--- src/hdl/mffn_pkg.sv ---
package mffn_pkg;
    localparam logic [1:0] CODE_NONE    = 2'd0;
    localparam logic [1:0] CODE_WALL    = 2'd1;
    localparam logic [1:0] CODE_UNKNOWN = 2'd2;
    localparam logic [7:0] DIST_FREE    = 8'd255;
    localparam logic [7:0] DIST_MAX     = 8'd254;
    localparam logic [1:0] CMD_SENSE_PLAN = 2'd0;
    localparam logic [1:0] CMD_PLAN       = 2'd1;
    localparam logic [1:0] CMD_SENSE      = 2'd2;
    localparam logic [1:0] REG_GOAL_X     = 2'd0;
    localparam logic [1:0] REG_GOAL_Y     = 2'd1;
    localparam logic [1:0] REG_WALL_MASK  = 2'd2;

    typedef struct packed {
        logic [3:0] goal_x;
        logic [3:0] goal_y;
        logic [1:0] wall_mask;
    } cfg_t;
endpackage

--- src/hdl/mffn_cfg.sv ---
module mffn_cfg
    import mffn_pkg::*;
(
    input  logic       clk,
    input  logic       rst_n,
    input  logic       cfg_we,
    input  logic [1:0] cfg_index,
    input  logic [3:0] cfg_data,
    output cfg_t       cfg
);
    cfg_t cfg_reg;

    always_ff @(posedge clk or negedge rst_n)
    begin
        if (!rst_n)
        begin
            cfg_reg.goal_x    <= 4'd7;
            cfg_reg.goal_y    <= 4'd7;
            cfg_reg.wall_mask <= 2'd1;
        end
        else if (cfg_we)
        begin
            case (cfg_index)
                REG_GOAL_X:    cfg_reg.goal_x    <= cfg_data;
                REG_GOAL_Y:    cfg_reg.goal_y    <= cfg_data;
                REG_WALL_MASK: cfg_reg.wall_mask <= cfg_data[1:0];
                default:       ;
            endcase
        end
    end

    assign cfg = cfg_reg;
endmodule
--- config.mk ---
export PLATFORM = sky130hd
export DESIGN_NAME = mffn_cfg
export DESIGN_NICKNAME = d
export VERILOG_FILES = /design/src/hdl/mffn_pkg.sv /design/src/hdl/mffn_cfg.sv
export SDC_FILE = /design/constraint.sdc
export NUM_CORES = 1
export LEC_CHECK = 0
export BUFFER_PORTS_ARGS = -buffer_cell sky130_fd_sc_hd__buf_2
export CORE_AREA = 2 2 39 41
export DETAILED_ROUTE_END_ITERATION = 10
export DIE_AREA = 0 0 41 43
export SETUP_SLACK_MARGIN = 0.02
export SLEW_MARGIN = 20
export SYNTH_ARGS = -nofsm -noshare
export SYNTH_HDL_FRONTEND = slang
export SYNTH_SLANG_ARGS = --single-unit
--- constraint.sdc ---
create_clock -name clk -period 0.9 [get_ports clk]
set_clock_uncertainty 0.1 [all_clocks]
set_input_delay 0.135 -clock clk [delete_from_list [all_inputs] [get_ports clk]]
set_output_delay 0.135 -clock clk [all_outputs]
set_load 0.03 [all_outputs]
After elaboration in Yosys (flattened, before gate mapping)
Index checks and enable logic that the tools add are counted.
{"block": "totals", "register_bits": 10, "ram_bits": 0, "rom_bits": 0, "latchBits": 0, "wordCells": 9, "memories": 0, "output_inout_bits": 10}
{"block": "classes", "n_eq_ne": 2, "magnitude_cmp": 0, "div": 0, "multipliers": 0, "mux": 0, "n_bitwise": 0, "n_reduce_logical": 4, "n_shift": 0, "n_addsub": 0}
{"op": "$reduce_and 2->1", "count": 3}
{"op": "$eq 2x1->1 const B", "count": 1}
{"op": "$eq 2x2->1 const B", "count": 1}
{"op": "$logic_not 2->1", "count": 1}

Depth between registers and ports, before layout
{"block": "depth", "ltp_word": 2, "depth_mapped": 2, "ltp_nobuf": 2}

Least setup slack after synthesis
No wires, ideal clock.
{"block": "synth_timing", "kind": "register to register", "startpoint": "reg cfg[5] (netlist name)", "endpoint": "reg cfg_reg, in the netlist cfg[5]", "period_less_slack_ns": 0.983, "stages_incl_launch_ff": 2, "arrival_time_ns": 0.758, "t_required_ns": 0.675, "path_slack_ns": -0.083, "cell_sequence": "dfrtp_1 > mux2_2"}
{"item": "end: declaration", "line": "mffn_cfg.sv:11", "text": "cfg_t cfg_reg;"}

Worst setup path in the final report
{"block": "layout_timing", "startpoint": "reg cfg_reg, in the netlist cfg[7]", "endpoint": "out cfg[7] (netlist bit)"}
{"item": "end: declaration", "line": "mffn_cfg.sv:9", "text": "output cfg_t cfg"}
No word-level cell between the ends.

==> metrics <==
largest net degree at the start of global routing 11; final core utilization 0.474; Sw Ratio 0.306; top-area cell type share of the netlist area 0.454; filler instances about 130; routed via count 280; Post-Layout Inst Area 656 sq um; Combinational Power Share 0.366; RSZ-0062 raised after global routing true; crit path launch cfg[7]$_DFFE_PN1P_; fin crit period between 1 and 1.5 ns; drt drc 0; num ports 19; Clock Power Share 0.206; Seq pwr share 0.429; ranking of synthesized cells by area dfstp_2 (45%), mux2_2 (28%), dfrtp_1 (19%), nor3b_4 (4.6%), nand3b_1 (3.7%); detailed placer's ending HPWL about 550 um; clk root buf clkbuf_4; layout cell share with drive strength beyond 1 0.917; clock slew at reported path FFs 0.06 ns; Wirelength per Cell roughly 11 um; CTS tree built; DRT Pass-1 Iters 1; nets@finish 58; Total GRT Usage 0.105; violated checks setup timing; Seq cells post-synth 10; P&R area growth vs syn 61.7%; antenna violations before repair 0; CP top delay family flip-flops; global-route wire length before repair 1120 um; crit-path cells buf_6; sequential-to-total area share from yosys stat 0.639; number of global-route vias before repair 251; sw power 0.000460 W; Netlist cell types 5; max-slew violation count 0; Required @ worst endpoint 0.66 ns; post-route ant nets 0; CTS buffer count 3; Via density between 4 and 5; post-synth top area cell dfstp_2; largest fanout on the critical path 2; Slew @ Worst Pin 0.252 ns; final wirelength 724 um; status finished with violations; placed cell area 546 sq um; PwrDens 2290 mW/mm^2; Core Region ~0.0014 sq mm; # Max-Cap Violations 0; Worst Path Arrival 0.92 ns; Setup WS pre-CTS -0.237 ns; critical path startpoint category flip-flop; Hold/Removal Path Class input port to flip-flop; Min-Delay Startpoint cfg_data[3]; Die H ~43 um; Mapped Cells 23; Mean Syn Cell Area 17.6 sq um; internal power 0.00104 W; H-tree levels 1; die area approximately 0.0018 sq mm; syn_nets 32; number of diodes 0; row count 14; fmax 0.866 GHz; Peak VDD IR 0.00107 V; number of flip-flops under the largest register name 10; Cell Count, Final, Fillers Out 64; routability cong. 0.630; Setup CP Type flip-flop to output pin; CTS Sinks 10; clk buf depth 2; crit path max-delay cell type dfstp_2; Tcrit/Tclk final 1.28; final worst slack -0.255 ns; chip width 41 um; launching point of the worst reg2reg path cfg[1]$_DFFE_PN0P_; Placed Cells 58; Setup-failing EPs final 11; final hold vios 0; port bufs 18; Worst-Skew Late Latency 0.25 ns; initial drt markers 0; Mapped Area 405 sq um; total gr overflow 0; Bufs and invs on worst path 1; P_leak 0.302 nW; initial core utilization 0.293; Ys Warns 0; hold_ws 0.0219 ns; max_slew headroom 0.832; CP Capture Type output pin; crit-path max cell delay 0.54 ns
-- worst reg2reg max path, stage by stage, from the launching register on --
cell,delay (ns)
dfrtp_2,0.41
buf_6,0.11
mux2_4,0.24
-- worst paths after layout --
kind	endpoint	slack, ns	cells past startpoint
worst min-delay path	cfg[9]$_DFFE_PN0P_	0.02	2
worst max-delay path	cfg[7]	-0.25	1
worst min register to register	cfg[5]$_DFFE_PN0P_	0.43	1
worst max register to register	cfg[1]$_DFFE_PN0P_	-0.08	2
min in group asynchronous	cfg[5]$_DFFE_PN0P_	0.16	2
max in group asynchronous	cfg[2]$_DFFE_PN1P_	0.28	2
-- synthesized netlist by cell type --
cell type   n
nor3b_4     1
dfrtp_1     3
dfstp_2     7
mux2_2     10
nand3b_1    2
-- through the flow --
| step | total power, W | setup TNS (ns) |
|---|---|---|
| after global routing | 0.00159 | -2.58 |
| after CTS | 0.00152 | -2.40 |
| final | 0.00150 | -2.25 |
| after detailed placement | 0.00106 | -1.85 |
| after floorplan | 0.000932 | -0.300 |
| after global placement | 0.00106 | -1.86 |
-- power by group through the flow --
stage               Clock [W]  Sequential, W  Combinational, W
finish               0.000310       0.000645          0.000550
global route         0.000350       0.000657          0.000581
CTS                  0.000329       0.000644          0.000551
detailed placement          0       0.000630          0.000430
global placement            0       0.000630          0.000428
floorplan                   0       0.000815          0.000118
-- cell type report --
class | count | area (sq um) | area share
repair buffers | 21 | 181 | 0.277
clock buffers | 4 | 26.3 | 0.0401
multi-input cells | 13 | 165 | 0.252
flip-flops and latches | 10 | 263 | 0.401
well taps | 16 | 20.0 | 0.0305
-- logic make-up after synthesis --
| logic type | synth area share |
|---|---|
| flops | 0.639 |
| simple gates | 0.0833 |
| mux | 0.278 |
-- per-layer routing --
metal,GRT usage,wire [um],up-vias
li1,-,-,132
met4,0.100,12,0
met1,0.147,327,136
met5,0,0,-
met2,0.116,337,10
met3,0.0366,47,2
-- layout by cell type, fill, tap and decap left out --
master          n
buf_4           1
dfstp_2         7
dfrtp_2         3
clkbuf_4        3
mux2_4          5
buf_6          11
mux2_2          5
buf_2           8
nand3b_1        2
clkbuf_1        1
nor3b_4         1
dlygate4sd3_1   1
-- timing repair --
action | CTS | global route
gates cloned | 0 | 0
gates resized for setup | 20 | 1
hold buffers | 1 | 0
buffers inserted | 1 | 0
endpoints found under the setup margin | 10 | 13
hold endpoints to repair | 10 | 0
No activity file was read; power rests on OpenSTA's default activity.
